File: src/sv/abst_pkg.sv
package abst_pkg;

  localparam int unsigned CapacityDef = 16;
  localparam int unsigned MaxResults  = 16;
  localparam int unsigned KeyW        = 32;
  localparam int unsigned OpW         = 3;
  localparam int unsigned KindW       = 2;
  localparam int unsigned QDepth      = 2;

  typedef enum logic [OpW-1:0] {
    OP_INSERT = 3'd0,
    OP_IN     = 3'd1,
    OP_PRE    = 3'd2,
    OP_POST   = 3'd3,
    OP_SLOT   = 3'd4
  } op_e;

  typedef enum logic [KindW-1:0] {
    KIND_OK    = 2'd0,
    KIND_FULL  = 2'd1,
    KIND_KEY   = 2'd2,
    KIND_EMPTY = 2'd3
  } kind_e;

  // one classified request handed from front to back
  typedef struct packed {
    logic [OpW-1:0]  op;
    logic [KeyW-1:0] key;
  } req_t;

endpackage

File: src/sv/array_binary_search_tree.sv
// Insert: the result is registered when the request is taken; the tree walk then does S_WALK and S_LINK per level.
// Traversal: each key passes the link/stack step, the key RAM read and S_EMIT, which holds while the output stalls.
// Sequential: one request at a time in the back end; a 2-word queue decouples the front.
// Unknown ops are dropped at the front with no result.
// Reset (asynchronous, active low) empties the tree and the queue; no clearing pass.
module array_binary_search_tree #(
  parameter int unsigned Capacity = abst_pkg::CapacityDef
) (
  input  logic                            clk_i,
  input  logic                            rst_ni,
  input  logic                            in_valid_i,
  output logic                            in_ready_o,
  input  logic [abst_pkg::OpW-1:0]        op_i,
  input  logic signed [abst_pkg::KeyW-1:0] key_i,
  output logic                            out_valid_o,
  input  logic                            out_ready_i,
  output logic [abst_pkg::KindW-1:0]      kind_o,
  output logic signed [abst_pkg::KeyW-1:0] out_key_o,
  output logic                            last_o
);

  logic           q_valid, q_ready;
  abst_pkg::req_t q_req;

  abst_front u_front (
    .clk_i, .rst_ni, .in_valid_i, .in_ready_o, .op_i, .key_i,
    .q_valid_o(q_valid), .q_ready_i(q_ready), .q_req_o(q_req)
  );

  abst_back #(.Capacity(Capacity)) u_back (
    .clk_i, .rst_ni, .q_valid_i(q_valid), .q_ready_o(q_ready), .q_req_i(q_req),
    .out_valid_o, .out_ready_i, .kind_o, .out_key_o, .last_o
  );

endmodule

File: src/sv/abst_front.sv
module abst_front (
  input  logic                      clk_i,
  input  logic                      rst_ni,
  input  logic                      in_valid_i,
  output logic                      in_ready_o,
  input  logic [abst_pkg::OpW-1:0]  op_i,
  input  logic signed [abst_pkg::KeyW-1:0] key_i,
  output logic                      q_valid_o,
  input  logic                      q_ready_i,
  output abst_pkg::req_t            q_req_o
);

  localparam int unsigned QD = abst_pkg::QDepth;
  localparam int unsigned PW = $clog2(QD);

  abst_pkg::req_t  mem_q [QD];
  logic [PW-1:0]   wr_q, rd_q;
  logic [PW:0]     cnt_q;
  logic            push, pop, known;

  // drop unknown ops here; they never reach the back end
  assign known      = (op_i <= abst_pkg::OpW'(abst_pkg::OP_SLOT));
  assign in_ready_o = (cnt_q != (PW+1)'(QD));
  assign push       = in_valid_i && in_ready_o && known;
  assign pop        = q_valid_o && q_ready_i;
  assign q_valid_o  = (cnt_q != '0);
  assign q_req_o    = mem_q[rd_q];

  always_ff @(posedge clk_i) begin
    if (push) begin
      mem_q[wr_q] <= '{op: op_i, key: key_i};
    end
  end

  always_ff @(posedge clk_i or negedge rst_ni) begin
    if (!rst_ni) begin
      wr_q  <= '0;
      rd_q  <= '0;
      cnt_q <= '0;
    end else begin
      if (push) wr_q <= wr_q + 1'b1;
      if (pop)  rd_q <= rd_q + 1'b1;
      cnt_q <= cnt_q + (PW+1)'(push) - (PW+1)'(pop);
    end
  end

  a_no_overflow: assert property (@(posedge clk_i) disable iff (!rst_ni)
    (cnt_q == (PW+1)'(QD)) |-> !push) else $error("queue overflow");
  a_cnt_bound: assert property (@(posedge clk_i) disable iff (!rst_ni)
    cnt_q <= (PW+1)'(QD)) else $error("queue count out of range");
  a_pop_valid: assert property (@(posedge clk_i) disable iff (!rst_ni)
    pop |-> cnt_q != '0) else $error("pop from empty queue");

endmodule

File: src/sv/abst_back.sv
module abst_back #(
  parameter int unsigned Capacity = abst_pkg::CapacityDef
) (
  input  logic                      clk_i,
  input  logic                      rst_ni,
  input  logic                      q_valid_i,
  output logic                      q_ready_o,
  input  abst_pkg::req_t            q_req_i,
  output logic                      out_valid_o,
  input  logic                      out_ready_i,
  output logic [abst_pkg::KindW-1:0] kind_o,
  output logic signed [abst_pkg::KeyW-1:0] out_key_o,
  output logic                      last_o
);

  localparam int unsigned SW = $clog2(Capacity);
  localparam int unsigned CW = $clog2(Capacity + 1);
  localparam int unsigned EW = $clog2(abst_pkg::MaxResults + 1);
  localparam int unsigned KW = abst_pkg::KeyW;

  typedef enum logic [7:0] {
    S_IDLE  = 8'b00000001,
    S_WALK  = 8'b00000010,
    S_LINK  = 8'b00000100,
    S_DESC  = 8'b00001000,
    S_POP   = 8'b00010000,
    S_VISIT = 8'b00100000,
    S_READ  = 8'b01000000,
    S_EMIT  = 8'b10000000
  } state_e;

  state_e          st_q, st_d;
  logic [KW-1:0]   key_mem [Capacity];
  logic [SW-1:0]   lft_q [Capacity];
  logic [SW-1:0]   rgt_q [Capacity];
  logic [SW-1:0]   stk_slot [Capacity];
  logic            stk_done [Capacity];
  logic [CW-1:0]   used_q, used_d;
  logic [CW-1:0]   sp_q, sp_d;
  logic [SW-1:0]   cur_q, cur_d, idx_q, idx_d;
  logic [EW-1:0]   emit_q, emit_d;
  logic [abst_pkg::OpW-1:0] op_q, op_d;
  logic [KW-1:0]   nkey_q, nkey_d;
  logic            have_q, have_d;
  logic [SW-1:0]   pend_slot_q, pend_slot_d;
  logic            pend_last_q, pend_last_d;
  logic            ovalid_q, oload;
  logic [abst_pkg::KindW-1:0] okind_q, okind_d;
  logic [KW-1:0]   okey_q, okey_d;
  logic            olast_q, olast_d;
  logic            oslot_free, acc, is_ins, kw_en;
  logic [SW-1:0]   top_slot;
  logic            top_done;
  logic            stk_full;
  logic            cap_hit;
  logic [KW-1:0]   rkey_q;
  logic [SW-1:0]   raddr;
  logic            walk_lt;
  state_e          ret_st;
  logic            ll_we, rl_we, pa_we, pb_we, dn_we;
  logic [SW-1:0]   pa_idx, pb_idx, dn_idx, pa_slot, pb_slot;
  logic [CW-1:0]   p;

  assign oslot_free  = !ovalid_q || out_ready_i;
  assign q_ready_o   = (st_q == S_IDLE) && oslot_free;
  assign acc         = q_valid_i && q_ready_o;
  assign is_ins      = (q_req_i.op == abst_pkg::OpW'(abst_pkg::OP_INSERT));
  assign kw_en       = acc && is_ins && (used_q != CW'(Capacity));
  assign out_valid_o = ovalid_q;
  assign kind_o      = okind_q;
  assign out_key_o   = okey_q;
  assign last_o      = olast_q;
  assign top_slot    = stk_slot[SW'(sp_q - 1'b1)];
  assign top_done    = stk_done[SW'(sp_q - 1'b1)];
  assign stk_full    = (sp_q == CW'(Capacity));
  assign cap_hit     = (emit_q == EW'(abst_pkg::MaxResults - 1));
  assign ret_st      = (op_q == abst_pkg::OpW'(abst_pkg::OP_IN))   ? S_DESC :
                       (op_q == abst_pkg::OpW'(abst_pkg::OP_SLOT)) ? S_VISIT : S_POP;

  // a key read goes through one registered port
  assign raddr   = (st_q == S_WALK) ? cur_q : pend_slot_q;
  assign walk_lt = $signed(rkey_q) < $signed(nkey_q);

  always_ff @(posedge clk_i) begin
    rkey_q <= key_mem[raddr];
    if (kw_en) key_mem[used_q[SW-1:0]] <= q_req_i.key;
  end

  always_ff @(posedge clk_i) begin
    if (kw_en) begin
      lft_q[used_q[SW-1:0]] <= '0;
      rgt_q[used_q[SW-1:0]] <= '0;
    end
    if (ll_we) lft_q[cur_q] <= idx_q;
    if (rl_we) rgt_q[cur_q] <= idx_q;
  end

  always_ff @(posedge clk_i) begin
    if (dn_we) stk_done[dn_idx] <= 1'b1;
    if (pa_we) begin
      stk_slot[pa_idx] <= pa_slot; stk_done[pa_idx] <= 1'b0;
    end
    if (pb_we) begin
      stk_slot[pb_idx] <= pb_slot; stk_done[pb_idx] <= 1'b0;
    end
  end

  always_comb begin
    st_d        = st_q;
    used_d      = used_q;
    sp_d        = sp_q;
    cur_d       = cur_q;
    idx_d       = idx_q;
    emit_d      = emit_q;
    op_d        = op_q;
    nkey_d      = nkey_q;
    have_d      = have_q;
    pend_slot_d = pend_slot_q;
    pend_last_d = pend_last_q;
    oload       = 1'b0;
    okind_d     = okind_q;
    okey_d      = okey_q;
    olast_d     = olast_q;
    ll_we = 1'b0; rl_we = 1'b0;
    pa_we = 1'b0; pb_we = 1'b0; dn_we = 1'b0;
    pa_idx = '0; pb_idx = '0; dn_idx = '0; pa_slot = '0; pb_slot = '0;
    p = '0;
    unique case (st_q)
      S_IDLE: if (acc) begin
        op_d    = q_req_i.op;
        nkey_d  = q_req_i.key;
        emit_d  = '0;
        cur_d   = '0;
        okey_d  = '0;
        olast_d = 1'b1;
        if (is_ins) begin
          oload = 1'b1;
          if (used_q == CW'(Capacity)) begin
            okind_d = abst_pkg::KIND_FULL;
          end else begin
            okind_d = abst_pkg::KIND_OK;
            idx_d   = used_q[SW-1:0];
            used_d  = used_q + 1'b1;
            if (used_q != '0) st_d = S_WALK;
          end
        end else if (used_q == '0) begin
          oload   = 1'b1;
          okind_d = abst_pkg::KIND_EMPTY;
        end else begin
          unique case (q_req_i.op)
            abst_pkg::OpW'(abst_pkg::OP_IN): begin
              sp_d = '0; have_d = 1'b1; st_d = S_DESC;
            end
            abst_pkg::OpW'(abst_pkg::OP_SLOT): st_d = S_VISIT;
            default: begin
              pa_we = 1'b1; pa_idx = '0; pa_slot = '0;
              sp_d = CW'(1); st_d = S_POP;
            end
          endcase
        end
      end
      // insert: S_WALK reads the slot key, S_LINK decides
      S_WALK: st_d = S_LINK;
      S_LINK: begin
        if (walk_lt) begin
          if (rgt_q[cur_q] == '0) begin
            rl_we = 1'b1; st_d = S_IDLE;
          end else begin
            cur_d = rgt_q[cur_q]; st_d = S_WALK;
          end
        end else begin
          if (lft_q[cur_q] == '0) begin
            ll_we = 1'b1; st_d = S_IDLE;
          end else begin
            cur_d = lft_q[cur_q]; st_d = S_WALK;
          end
        end
      end
      // in-order: push the left spine one slot a cycle, then pop one
      S_DESC: begin
        if (have_q && !stk_full) begin
          pa_we   = 1'b1;
          pa_idx  = sp_q[SW-1:0];
          pa_slot = cur_q;
          sp_d    = sp_q + 1'b1;
          have_d  = (lft_q[cur_q] != '0);
          cur_d   = lft_q[cur_q];
        end else begin
          sp_d        = sp_q - 1'b1;
          pend_slot_d = top_slot;
          have_d      = (rgt_q[top_slot] != '0);
          cur_d       = rgt_q[top_slot];
          pend_last_d = cap_hit || (!have_d && sp_d == '0);
          st_d        = S_READ;
        end
      end
      // pre/post order stack step
      S_POP: begin
        if (op_q == abst_pkg::OpW'(abst_pkg::OP_POST) && top_done) begin
          sp_d        = sp_q - 1'b1;
          pend_slot_d = top_slot;
          pend_last_d = cap_hit || (sp_d == '0);
          st_d        = S_READ;
        end else begin
          p = sp_q - 1'b1;
          if (op_q == abst_pkg::OpW'(abst_pkg::OP_POST)) begin
            dn_we  = 1'b1;
            dn_idx = p[SW-1:0];
            p      = p + 1'b1;
          end else begin
            pend_slot_d = top_slot;
            st_d        = S_READ;
          end
          if (rgt_q[top_slot] != '0 && p != CW'(Capacity)) begin
            pa_we = 1'b1; pa_idx = p[SW-1:0]; pa_slot = rgt_q[top_slot];
            p = p + 1'b1;
          end
          if (lft_q[top_slot] != '0 && p != CW'(Capacity)) begin
            pb_we = 1'b1; pb_idx = p[SW-1:0]; pb_slot = lft_q[top_slot];
            p = p + 1'b1;
          end
          sp_d        = p;
          pend_last_d = cap_hit || (p == '0);
        end
      end
      S_VISIT: begin
        pend_slot_d = cur_q;
        cur_d       = cur_q + 1'b1;
        pend_last_d = cap_hit || ((CW'(cur_q) + CW'(1)) == used_q);
        st_d        = S_READ;
      end
      S_READ: st_d = S_EMIT;
      // hold the key word until the output register is free
      S_EMIT: begin
        if (oslot_free) begin
          oload   = 1'b1;
          okind_d = abst_pkg::KIND_KEY;
          okey_d  = rkey_q;
          olast_d = pend_last_q;
          emit_d  = emit_q + 1'b1;
          st_d    = pend_last_q ? S_IDLE : ret_st;
        end
      end
      default: st_d = S_IDLE;
    endcase
  end

  always_ff @(posedge clk_i or negedge rst_ni) begin
    if (!rst_ni) begin
      st_q        <= S_IDLE;
      used_q      <= '0;
      sp_q        <= '0;
      cur_q       <= '0;
      idx_q       <= '0;
      emit_q      <= '0;
      op_q        <= '0;
      nkey_q      <= '0;
      have_q      <= 1'b0;
      pend_slot_q <= '0;
      pend_last_q <= 1'b0;
      ovalid_q    <= 1'b0;
      okind_q     <= '0;
      okey_q      <= '0;
      olast_q     <= 1'b0;
    end else begin
      st_q        <= st_d;
      used_q      <= used_d;
      sp_q        <= sp_d;
      cur_q       <= cur_d;
      idx_q       <= idx_d;
      emit_q      <= emit_d;
      op_q        <= op_d;
      nkey_q      <= nkey_d;
      have_q      <= have_d;
      pend_slot_q <= pend_slot_d;
      pend_last_q <= pend_last_d;
      ovalid_q    <= oload || (ovalid_q && !out_ready_i);
      if (oload) begin
        okind_q <= okind_d;
        okey_q  <= okey_d;
        olast_q <= olast_d;
      end
    end
  end

  a_used_bound: assert property (@(posedge clk_i) disable iff (!rst_ni)
    used_q <= CW'(Capacity)) else $error("slot count out of range");
  a_sp_bound: assert property (@(posedge clk_i) disable iff (!rst_ni)
    sp_q <= CW'(Capacity)) else $error("stack pointer out of range");
  a_out_hold: assert property (@(posedge clk_i) disable iff (!rst_ni)
    (ovalid_q && !out_ready_i) |=> ovalid_q && $stable(okey_q) && $stable(okind_q)
    && $stable(olast_q)) else $error("result changed while stalled");
  a_idle_accept: assert property (@(posedge clk_i) disable iff (!rst_ni)
    q_ready_o |-> st_q == S_IDLE) else $error("request taken while busy");

endmodule
File: config.mk
export PLATFORM = sky130hd
export DESIGN_NAME = array_binary_search_tree
export DESIGN_NICKNAME = d
export VERILOG_FILES = /design/src/sv/abst_pkg.sv /design/src/sv/array_binary_search_tree.sv /design/src/sv/abst_front.sv /design/src/sv/abst_back.sv
export SDC_FILE = /design/constraint.sdc
export NUM_CORES = 1
export LEC_CHECK = 0
export ABC_CLOCK_PERIOD_IN_PS = 13660
export BUFFER_PORTS_ARGS = -buffer_cell sky130_fd_sc_hd__buf_2
export CELL_PAD_IN_SITES_DETAIL_PLACEMENT = 1
export CELL_PAD_IN_SITES_GLOBAL_PLACEMENT = 2
export CORE_ASPECT_RATIO = 1.2
export CORE_MARGIN = 2
export CORE_UTILIZATION = 45
export CTS_CLUSTER_DIAMETER = 100
export CTS_CLUSTER_SIZE = 24
export DETAILED_ROUTE_END_ITERATION = 12
export PLACE_DENSITY_LB_ADDON = 0.1
export SLEW_MARGIN = 0
export SYNTH_ARGS = -nofsm -noshare
export SYNTH_HDL_FRONTEND = slang
export SYNTH_SLANG_ARGS = --single-unit
File: constraint.sdc
create_clock -name clk_i -period 13.66 [get_ports clk_i]
set_input_delay 0.683 -clock clk_i [delete_from_list [all_inputs] [get_ports clk_i]]
set_output_delay 0.683 -clock clk_i [all_outputs]
set_load 0.005 [all_outputs]
==> out/results.tsv, run 1 <==
metric	value	unit
status	complete, no violations	
period utilisation layout	57.3	%
Final GP Congestion	0.834	
Post-Synth XOR/XNOR Area	0.661	%
Clk Latency, worst-skew pair	0.65	ns
Final Critical Period	7.82	ns
largest net degree at the start of global routing	91	
Final Hold Viols	0	
Peak Freq	128	MHz
global-route total usage across every layer	24.9	%
ranking of synthesized cells by area	edfxtp_1 (57%), mux4_2 (10%), dfrtp_1 (6.8%)	
first-pass GRT wire length	172	mm
syn avg cell area	15.3	um2
HP Class	in2async	
core box area	90500	um2
Initial Util	45.4	%
Mapped Nets	2772	
area leader, netlist	edfxtp_1	
final setup fails	0	
CP cell instances	clkinv_1 -> ha_1 -> xnor2_2 -> mux4_2 -> buf_4 -> mux2i_4 -> buf_4 -> mux2i_1 -> mux2i_1 -> o2111ai_1 -> a41oi_2 -> nand2_1 -> xnor2_1 -> and2_4 -> a21oi_1 -> ha_1 -> nand2b_1 -> nor3_1 -> nand2_1 -> o21ai_0	
area of placed instances	42800	um2
critical path class	reg2reg	
Levels on crit path	20	
vias in the first global route	25800	
PostCTS Resize Cnt	0	
clk_skew	0.0238	ns
Reg clk slew, reported paths	0.10	ns
CP bufs+invs	3	
YS warnings	0	
worst-margin pin slew	1.20	ns
CP top delay family	simple AND/OR/NAND/NOR gates	
post-synth cell types	97	
RSZ-0062 raised after global routing	false	
Design Area, Final	44100	um2
DRT iter0 DRCs	1726	
I/O pins	76	
sequential element share of the synthesized area	65.8	%
number of I/O port buffers	75	
Synth top area share	56.6	%
Antenna Cells	0	
total power draw	9.51	mW
post-route ant nets	0	
post-synthesis mux area share	15.6	%
maximum vdd ir drop	156	uV
largest family of logic cells by synthesized area	multiplexers	
FFs w/ async S/R, synth	12.0	%
TritonCTS clock tree	done	
setup TNS	0	ns
Multi-input gate area	13200	um2
vias per inst	6.07	
CP max-delay cell	o2111ai_1	
initial antenna violation count	0	
synthesis-to-layout area growth	7.33	%
max-cap violations	0	
Final #Nets	2789	
Reg area	27000	um2
Final Max Tran Viols	0	
CTS buffer count	45	
Pre-Repair DR Iteration Count	5	
Synth Cell Area	41100	um2
global route total overflow	0	
Synth Area in Simple Gates	8.04	%
Crit Path Max Fanout	37	
layout cells sized above 1	18.4	%
Fill cells	8672	
Adder-Cell Fraction of Synth Area	1.49	%
Primary FF master, synth	edfxtp_1	
DP HPWL	69.8	mm
Post-CTS Hold Buffers	0	
Die ar.	93700	um2
Power Density	216	nW/um2
Post-synth EDFFs	774	
Reg2Reg Depth	20	
fin util	48.7	%
clk root buf	clkbuf_16	
CP endpoint kind	flip-flop	
Lkg Pwr	15.4	nW
Post-Route WL	115	mm
Compound-Gate Fraction of Synth Area	6.11	%
die width	280	um
row count	121	
via count	23700	
setup bufs post-CTS	0	
die height	335	um
average wire per standard cell	29.5	um
crit start category	flip-flop	
max incr delay on CP	0.69	ns
clock buffer depth	3	
H-Tree Level Count	2	
Post-route DRC	0	
FF+latch count, synth	934	
Worst EP arrival	8.10	ns
Syn Inst Count	2684	
Req. time, crit path	13.94	ns
CTS sink cnt	934	
Max-slew headroom	20.0	%
==> area by class of cell <==
class / instances / share of cell area, %
Clock inverter: 5 / 0.179
Inverter: 70 / 0.596
Sequential cell: 934 / 61.3
Tap cell: 1168 / 3.32
Multi-Input combinational cell: 1523 / 30.0
Timing Repair Buffer: 127 / 1.78
Clock buffer: 76 / 2.82
==> metrics by stage <==
step                      setup slack (ns)  hold slack (ns)  instances
after floorplan                       7.74            0.387       2684
after global placement                6.11            0.445       3822
after detailed placement              5.79            0.450       3822
after CTS                             5.76           0.0408       3903
after global routing                  5.30           0.0549       3903
final                                 5.84           0.0337       3903
==> registers in the layout, indices dropped and copies added, names as in the netlist, 5 cells and up <==
| name | cells |
|---|---|
| u_back.emit_q | 5 |
| u_back.key_mem | 512 |
| u_back.lft_q | 64 |
| u_back.nkey_q | 32 |
| u_back.out_key_o | 32 |
| u_back.rgt_q | 64 |
| u_back.rkey_q | 32 |
| u_back.sp_q | 5 |
| u_back.st_q | 8 |
| u_back.stk_done | 16 |
| u_back.stk_slot | 64 |
| u_back.used_q | 5 |
| u_front.mem_q | 70 |
==> worst reg2reg max path: cells and delay by family, from the launching register on <==
kind | cells | cell delay [ns]
adders and majority gates | 2 | 0.75
and+or+nand+nor | 5 | 1.69
AOI/OAI and AO/OA | 4 | 1.52
muxes | 4 | 1.21
DFF | 1 | 0.36
xor gates and xnor gates | 2 | 0.84
buffers and inverters | 3 | 1.10
==> kinds of logic (layout without fill, tap and decap cells) <==
| group | after synthesis | count (layout) |
|---|---|---|
| XOR/XNOR | 28 | 28 |
| multiplexers | 390 | 390 |
| AND/OR/NAND/NOR | 666 | 666 |
| buffers and inverters | 227 | 278 |
| AO/OA/AOI/OAI | 390 | 390 |
| adder cells (fa/ha/maj) | 49 | 49 |
| flip-flops | 934 | 934 |
==> per-layer routing <==
metal	wire length, um	global-route usage, %	share of wire (%)
met1	47400	31.8	41
met2	60700	45.0	53
met5	0	0	0
met4	2710	6.36	2.4
met3	4280	2.89	3.7
==> synth_stat cells, types with 7 or more instances <==
master and count:
nor3_1 26, o211ai_1 8, a22oi_1 12, a211oi_1 40
edfxtp_1 774, and2_1 51, and3_1 20, o22ai_1 8
o21ai_0 145, ha_1 49, buf_1 25, nor3b_1 10
a31oi_1 45, buf_6 11, xnor2_1 23, or3_1 8
inv_1 69, nand2_1 259, nand4_1 11, clkbuf_1 99
nand3b_1 10, nor2_1 111, mux4_2 186, nor4_1 16
nand2b_1 14, a21oi_1 56, dfrtp_1 111, dfxtp_1 48
mux2i_1 128, a21o_1 20, buf_2 15, nor2b_1 12
buf_4 7, mux2_2 66, nand3_1 75
==> power breakdown <==
| group | internal (mW) | switching (mW) | leakage, nW |
|---|---|---|---|
| Combinational | 1.57 | 2.70 | 5.84 |
| Sequential | 3.51 | 0.180 | 8.91 |
| Clock | 0.638 | 0.907 | 0.623 |
==> cells in the final DEF, fill, tap and decap left out, types with 19 or more instances in the layout <==
cell	instances
inv_1	68
a211oi_1	40
o21ai_0	145
dfrtp_1	108
nand3_1	75
ha_1	49
nor2_1	108
and2_1	44
buf_2	74
clkbuf_1	31
a31oi_1	45
dfxtp_1	48
edfxtp_1	774
mux4_2	186
nor3_1	25
mux2i_1	126
nand2_1	259
clkbuf_16	45
xnor2_1	23
buf_4	51
mux2_2	66
a21o_1	19
a21oi_1	53
==> path summary, 6_finish.rpt <==
path	start	end	slack, ns
hold reg to reg	u_back.out_key_o[24]$_DFFE_PN0P_	u_back.out_key_o[24]$_DFFE_PN0P_	0.47
setup / recovery	u_back.sp_q[0]$_DFFE_PN0P_	u_back.stk_slot[10][1]$_DFFE_PP_	5.84
hold / removal	rst_ni	u_back.nkey_q[5]$_DFFE_PN0P_	0.03
setup reg to reg	u_back.sp_q[0]$_DFFE_PN0P_	u_back.stk_slot[10][1]$_DFFE_PP_	5.84
max in group asynchronous	rst_ni	u_back.out_key_o[27]$_DFFE_PN0P_	12.22
min in group clk_i	key_i[9]	u_front.mem_q[0][9]$_DFFE_PP_	0.22
(Power assumes the default switching activity.)
==> run 2, diff against run 1 <==
--- a/config.mk
+++ b/config.mk
@@ -5,13 +5,14 @@
 export SDC_FILE = /design/constraint.sdc
 export NUM_CORES = 1
 export LEC_CHECK = 0
-export ABC_CLOCK_PERIOD_IN_PS = 13660
+export ABC_AREA = 1
+export ABC_CLOCK_PERIOD_IN_PS = 6800
 export BUFFER_PORTS_ARGS = -buffer_cell sky130_fd_sc_hd__buf_2
 export CELL_PAD_IN_SITES_DETAIL_PLACEMENT = 1
 export CELL_PAD_IN_SITES_GLOBAL_PLACEMENT = 2
 export CORE_ASPECT_RATIO = 1.2
 export CORE_MARGIN = 2
-export CORE_UTILIZATION = 45
+export CORE_UTILIZATION = 39
 export CTS_CLUSTER_DIAMETER = 100
 export CTS_CLUSTER_SIZE = 24
 export DETAILED_ROUTE_END_ITERATION = 12
==> constraint.sdc (replaced) <==
create_clock -name clk_i -period 6.8 [get_ports clk_i]
set_input_delay 0.34 -clock clk_i [delete_from_list [all_inputs] [get_ports clk_i]]
set_output_delay 0.34 -clock clk_i [all_outputs]
set_load 0.005 [all_outputs]
==> out/results.tsv, run 2 <==
metric	value	unit	change
DRT iter0 DRCs	2079		+20%
Inst Count DP	5044		+32%
Design Area, Final	44500	um2	+0.93%
maximum vdd ir drop	320	uV	+110%
final std cells w/o fill	5164		+32%
Pre-Repair DR Iteration Count	5		unchanged
most frequent cells in the layout	edfxtp_1 (774), nand2_1 (641), o21ai_0 (391), nor2_1 (391), nand3_1 (275)		
I/O pins	76		unchanged
core box area	103000	um2	+14%
post-route ant nets	0		unchanged
Syn Inst Count	3723		+39%
area of placed instances	42800	um2	about the same
sequential element share of the synthesized area	66.4	%	+0.66 points
Post-Synth XOR/XNOR Area	0.388	%	-0.27 points
crit start category	flip-flop		
Final #Nets	3840		+38%
CTS sink cnt	934		unchanged
Synth Area in Simple Gates	15.0	%	+7.0 points
DP HPWL	90.9	mm	+30%
setup TNS	0	ns	unchanged
WL met1	56.4	mm	+19%
RSZ-0062 raised after global routing	false		
met3 routed wirelength	4.49	mm	+4.9%
Peak Freq	169	MHz	+32%
reg2reg end	u_back.stk_slot[11][2]$_DFFE_PP_		
critical path class	reg2reg		
Compound-Gate Fraction of Synth Area	12.2	%	+6.0 points
Initial Util	39.4	%	-6.0 points
Max-slew headroom	26.2	%	+6.2 points
area leader, netlist	edfxtp_1		
CP max-delay cell	nand3_1		
Post-CTS Hold Buffers	36		+36
HP Class	in2reg		
average wire per standard cell	27.2	um	-7.9%
post-synthesis mux area share	0.0492	%	-16 points
global route total overflow	0		unchanged
Post-synth EDFFs	774		unchanged
Clk Latency, worst-skew pair	0.66	ns	about the same
Crit Path Max Fanout	36		-2.7%
clk root buf	clkbuf_16		
sw power	9.16	mW	+140%
Antenna Cells	0		unchanged
critical hold path startpoint	out_ready_i		
Post-synth top cells	edfxtp_1 (774), nand2_1 (641), nor2_1 (409)		
top sig layer	met4		
TritonCTS clock tree	done		
vias in the first global route	30900		+20%
global-route total usage across every layer	26.1	%	+1.2 points
internal power	10.9	mW	+91%
Clock power frac	16.1	%	about the same
largest family of logic cells by synthesized area	simple AND/OR/NAND/NOR gates		
count leader, synth	edfxtp_1		
initial antenna violation count	4		+4
row count	129		+6.6%
PostCTS Resize Cnt	0		unchanged
Final GP Congestion	0.863		+3.5%
Final Hold Viols	0		unchanged
Fill cells	11200		+29%
commonest non-fill, non-tap cell in the layout	edfxtp_1		
Die ar.	107000	um2	+14%
CTS buffer count	45		unchanged
switch share	45.7	%	+5.8 points
max-cap violations	0		unchanged
Reg2Reg Depth	27		+35%
H-Tree Level Count	2		unchanged
period utilisation layout	87.0	%	+30 points
Worst EP arrival	6.38	ns	-1.72 ns
fin util	43.1	%	-5.6 points
final setup fails	0		unchanged
vias per inst	5.66		-6.8%
Primary FF master, synth	edfxtp_1		
CP endpoint kind	flip-flop		
via count	29200		+23%
post-synth cell types	58		-40%
ranking of synthesized cells by area	edfxtp_1 (57%), dfrtp_1 (6.8%), nand2_1 (5.9%)		
Final Critical Period	5.91	ns	-1.91 ns
reg2reg setup slack	0.89	ns	-4.95 ns
die width	299	um	+6.8%
sequential share of power	37.4	%	-1.4 points
first-pass GRT wire length	207	mm	+20%
status	complete, no violations		
YS warnings	0		unchanged
largest net degree at the start of global routing	127		+40%
clock buffer depth	3		unchanged
FF+latch count, synth	934		unchanged
Synth top area share	57.2	%	+0.56 points
WL met2	74.2	mm	+22%
syn avg cell area	10.9	um2	-29%
max reg flops	512		unchanged
Power Density	451	nW/um2	+110%
die height	358	um	+6.8%
Setup crit end	u_back.stk_slot[11][2]$_DFFE_PP_		
Post-route DRC	0		unchanged
clk_skew	0.0259	ns	+0.00211 ns
synthesis-to-layout area growth	9.41	%	
setup bufs post-CTS	0		unchanged
Synth Cell Area	40700	um2	-0.99%
Req. time, crit path	7.26	ns	-6.68 ns
Post-Route WL	140	mm	+22%
Combinational Power Share	46.5	%	+1.6 points
Lkg Pwr	16.2	nW	+5.5%
number of I/O port buffers	75		unchanged
Adder-Cell Fraction of Synth Area	1.51	%	+0.015 points
max incr delay on CP	0.81	ns	+0.12 ns
Mapped Nets	3811		+37%
worst-margin pin slew	1.11	ns	-0.0933 ns
Reg clk slew, reported paths	0.11	ns	about the same
total power draw	20.1	mW	+110%
CP most frequent cell	nand3_1		
CP startpoint	u_back.sp_q[1]$_DFFE_PN0P_		
FFs w/ async S/R, synth	12.0	%	unchanged
Final Max Tran Viols	0		unchanged
RR Startpoint	u_back.sp_q[1]$_DFFE_PN0P_		
layout cells sized above 1	8.00	%	-10 points
==> run 2: cell types whose count changed after synthesis, sizes merged, moves of 97 or more <==
| cell | before | now |
|---|---|---|
| nand3 | 76 | 278 |
| o221ai | 2 | 99 |
| mux2i | 130 | 2 |
| nor2 | 112 | 418 |
| nand2 | 260 | 670 |
| inv | 69 | 247 |
| mux4 | 188 | 0 |
| o21ai | 147 | 466 |
==> run 2: critical path, delay by kind of cell (launching register included) <==
family                   cells  cell delay, ns
buffers and inverters        6            0.93
flip-flops                   1            0.42
adder cells (fa/ha/maj)      2            0.61
AO/OA/AOI/OAI                1            0.48
AND/OR/NAND/NOR             18            3.21
==> run 2: kinds of logic after synthesis <==
family	after synthesis
AOI/OAI and AO/OA	835
xor gates and xnor gates	18
adders and majority gates	49
buffers and inverters	458
DFF	934
muxes	2
and+or+nand+nor	1427
==> run 2: per-stage QoR <==
stage	worst slack, ns	hold slack [ns]
after global routing	0.345	0.111
after global placement	0.945	0.460
after floorplan	1.68	0.0444
final	0.886	0.107
after CTS	0.872	0.105
after detailed placement	0.911	0.469
==> run 2: power by group through the flow <==
stage          Clock, mW  Combinational, mW  Sequential, mW
6_report            3.22               9.34            7.51
5_1_grt             3.46               10.3            7.56
4_1_cts             3.30               9.42            7.51
3_5_place_dp           0               9.36            7.64
3_3_place_gp           0               9.13            7.62
2_1_floorplan          0               6.08            7.43
==> run 2: layout make-up <==
type                    count  area (um2)  area share [%]
well taps                1375        1720            3.87
repair buffers            191        1430            3.21
multi-input cells        2331       12000            27.0
flip-flops and latches    934       27000            60.7
clock buffers              79        1300            2.91
inverters                 249         945            2.12
clock inverters             5        66.3           0.149
==> run 2: routing by layer <==
metal / vias up / GRT usage (%)
li1: 13300 / -
met1: 15000 / 31.5
met2: 667 / 48.9
met3: 227 / 1.90
met4: 0 / 9.27
met5: - / 0
==> run 2: worst min path at each step <==
stage                     cells past startpoint                               end  slack, ns
final                                         4        u_back.st_q[7]$_DFFE_PN0P_       0.11
after global routing                          4        u_back.st_q[7]$_DFFE_PN0P_       0.11
after CTS                                     4        u_back.st_q[7]$_DFFE_PN0P_       0.10
after detailed placement                      2  u_back.out_key_o[10]$_DFFE_PN0P_       0.47
after global placement                        2     u_back.stk_done[2]$_SDFF_PP0_       0.46
after floorplan                               0       u_back.cur_q[0]$_DFFE_PN0P_       0.04
